**src/rtl/bttr_pkg.sv**
```systemverilog
// ----------------------------------------------------------------------------
// Bitmap text row renderer package
// Shared beat types, field widths, opcodes and register indexes.
// ----------------------------------------------------------------------------
package bttr_pkg;

    localparam int COORD_W = 11;
    localparam int MASK_W  = 20;
    localparam int WORD_W  = 24;
    localparam int COLOR_W = 24;
    localparam int CFG_IDX_W = 8;

    localparam int GLYPH_COUNT = 96;

    localparam logic [1:0] OP_LOAD_FONT  = 2'd0;
    localparam logic [1:0] OP_RENDER     = 2'd1;
    localparam logic [1:0] OP_START_TEXT = 2'd2;

    localparam logic [CFG_IDX_W-1:0] CFG_FG_COLOR      = 8'd0;
    localparam logic [CFG_IDX_W-1:0] CFG_BG_COLOR      = 8'd1;
    localparam logic [CFG_IDX_W-1:0] CFG_SCREEN_WIDTH  = 8'd2;
    localparam logic [CFG_IDX_W-1:0] CFG_SCREEN_HEIGHT = 8'd3;

    localparam logic [COORD_W-1:0] SCREEN_WIDTH_RST  = 11'd800;
    localparam logic [COORD_W-1:0] SCREEN_HEIGHT_RST = 11'd480;

    localparam logic [7:0] FIRST_CODE      = 8'h20;
    localparam logic [7:0] CODE_LIMIT      = 8'h80;
    localparam logic [7:0] NEWLINE_CODE    = 8'h0A;
    localparam logic [7:0] LAST_START_LINE = 8'd19;

    typedef struct packed {
        logic [1:0]        opcode;
        logic [7:0]        char_code;
        logic [4:0]        glyph_row;
        logic [WORD_W-1:0] row_word;
        logic [7:0]        start_line;
    } t_in_item;

    typedef struct packed {
        logic [COORD_W-1:0] pos_x;
        logic [COORD_W-1:0] pos_y;
        logic [MASK_W-1:0]  pixel_mask;
        logic               last_row;
    } t_out_item;

endpackage

```
**src/rtl/bttr_step_alu.sv**
```systemverilog
// ----------------------------------------------------------------------------
// Cursor step adder
// Adds a step to a coordinate and compares the sum against a screen limit.
// ----------------------------------------------------------------------------
module bttr_step_alu
    import bttr_pkg::*;
#(
    parameter int VAL_W = 12,
    parameter int ADD_W = 7
) (
    input  logic [VAL_W-1:0]   i_base,
    input  logic [ADD_W-1:0]   i_step,
    input  logic [COORD_W-1:0] i_limit,
    output logic [VAL_W-1:0]   o_sum,
    output logic               o_over
);

    logic [VAL_W:0] sum_w;

    assign sum_w  = {1'b0, i_base} + (VAL_W+1)'(i_step);
    assign o_sum  = sum_w[VAL_W-1:0];
    assign o_over = sum_w > (VAL_W+1)'(i_limit);

endmodule

```
**config.mk**
```make
export PLATFORM = sky130hd
export DESIGN_NAME = bttr_step_alu
export DESIGN_NICKNAME = d
export VERILOG_FILES = /design/src/rtl/bttr_pkg.sv /design/src/rtl/bttr_step_alu.sv
export SDC_FILE = /design/constraint.sdc
export NUM_CORES = 1
export LEC_CHECK = 0
export BUFFER_PORTS_ARGS = -buffer_cell sky130_fd_sc_hd__buf_2
export CORE_UTILIZATION = 41
export DETAILED_ROUTE_END_ITERATION = 10
export PLACE_DENSITY_LB_ADDON = 0.2
export SLEW_MARGIN = 20
export SYNTH_ARGS = -nofsm -noshare
export SYNTH_HDL_FRONTEND = slang
export SYNTH_SLANG_ARGS = --single-unit
```
**constraint.sdc**
```tcl
create_clock -name vclk -period 2.55
set_clock_uncertainty 0.2 [all_clocks]
set_input_delay 0.255 -clock vclk [all_inputs]
set_output_delay 0.255 -clock vclk [all_outputs]
set_load 0.01 [all_outputs]
```
==> out/metrics.cfg <==
[final_layout]
layout.nets=207
ff_latch_area_um2=0
seq_cells=0
n_fill_cell=120
syn_to_final_growth_pct=71.0
multiInputGateArea_um2=702
layout_commonest_cell=buf_2
antenna_cells=0
finalNonFillerCells=172
mostFrequentLayoutCells=41 x buf_2, 22 x buf_4, 15 x ha_1
nClkBuffers=0
final_util_pct=76.2
drive_gt1_share_pct=53.8
design_area_mm2=0.00117

[yosys]
synthAdderAreaFrac_pct=35.7
synth_compound_area_share_pct=29.3
syn-cell-area_um2=687
syn_avg_cell_area_um2=7.55
synth-seq-area-share_pct=0
synth_fp_nets=140
synthMuxAreaShare_pct=0
synth_top_family_by_area=adder cells
netlist_instances=91
synth-xor-area-share_pct=10.2
synthDistinctLibCells=29
ys_warn_count=0
yosys.area_share.simple_pct=16.0

[sta]
fin_crit_ps=2970
worst_slew_pin_slew_ps=267
slew_headroom_pct=82.1
fin_crit_sh_pct=117
slew_viol_final=0
finalHoldViolCount=0
setup_viol=1
max_freq_mhz=336
fin_ws_ps=-425
rsz0062_at_grt=true

[die]
ios=43
start_util_pct=44.6
die_w_um=42.9
rows=14
die_y_um=42.9
fp.dieArea_mm2=0.00184
core_area_mm2=0.00154

[detailed_routing]
wire_per_inst_um=10.9
drc_errors=0
wl_mm=1.88
viasPerCell=5.07
first_iter_violations=16
ant_nets=0
via_count=872
dr.pass1.iters=4

[power]
p_per_area_mw_per_mm2=269
vdd_ir_drop_max_v=0.000176
leakagePower_nw=0.657

[outcome]
failed_checks=negative setup slack
status=complete, but fails checks

[min_path]
hold_path_class=in2out
hold_depth=3

[placed_design]
placed_cells=167
detailed_place_hpwl_mm=1.62
io_buffers=43
globalplace.congestion=0.793
place_area_mm2=0.00108

[grt]
grt-ovfl-total=0
grt_usage_pct=20.6
grt_pass1_wl_mm=3.12
grt_max_degree=5
grt_pass1_vias=823
antenna_found_initial=0

[run]
maxCapViolCount=0

[cts]
cts.hold.buffers_added=0

[setup_path]
end_kind=output pin
crit_required_ps=2100
cp_max_fo=3
start_kind=primary input
worstPathArrival_ps=2520
path_class=in2out

==> cell usage after synthesis, drive strengths merged (2+ instances only) <==
master	instances	area share, %
o22ai	2	2.7
nand2	2	1.1
inv	16	8.7
xor2	2	2.6
o21ai	5	4.2
nor2	8	4.7
nand3	4	2.9
xnor2	6	7.7
nand2b	2	1.8
a211oi	5	6.2
and3	4	3.6
a21oi	6	5.5
o21a	2	2.2
ha	18	33
==> per-stage QoR <==
stage                     hold WS, ps  setup TNS (ps)  setup WS, ps  power, mW
after floorplan                   398            -207          -207      0.167
after global placement            607            -434          -434      0.278
after detailed placement          609            -520          -520      0.286
after CTS                         609            -388          -388      0.315
after global routing              618            -564          -564      0.347
final                             611            -425          -425      0.316
==> timing repair <==
item | CTS | global route
resized for setup | 7 | 1
pin swaps | 14 | 0
buffers inserted | 5 | 0
hold endpoints to repair | 0 | 0
endpoints found under the setup margin | 1 | 1
==> power breakdown <==
part | total [mW] | internal (mW) | switching, mW | leakage (nW)
clock network | 0 | 0 | 0 | 0
logic | 0.316 | 0.168 | 0.148 | 0.657
registers | 0 | 0 | 0 | 0
total | 0.316 | 0.168 | 0.148 | 0.657
==> cell families after synthesis <==
logic type	Yosys count
buf+inv	16
simple gates	22
fa+ha+maj	19
compound gates	26
xor+xnor	8
==> routing by layer <==
metal | routed length (um) | GRT usage, % | up-vias
li1 | - | - | 455
met1 | 797 | 24.6 | 385
met2 | 983 | 41.2 | 30
met3 | 79 | 0 | 2
met4 | 17 | 3.03 | 0
met5 | 0 | 0 | -
==> path summary, 6_finish.rpt <==
path,start,end,slack [ps]
min,i_base[0],o_sum[0],610
max,i_step[0],o_over,-420
==> critical path, stage by stage <==
cell,delay (ps)
buf_6,100
ha_4,150
buf_4,130
a211oi_2,250
nor2_2,80
buf_4,130
o21a_1,160
nor2_1,130
xnor2_1,100
ha_1,270
and3_1,150
nand3_2,70
a31oi_1,160
nor2_1,80
o22ai_2,160
buf_2,150
==> cell type report <==
cell class                      count  share of cell area [%]
Tap cell                           16                    1.70
Multi-Input combinational cell     75                    59.7
Timing Repair Buffer               65                    33.4
Inverter                           16                    5.11
Power figures use the tool's default switching activity.
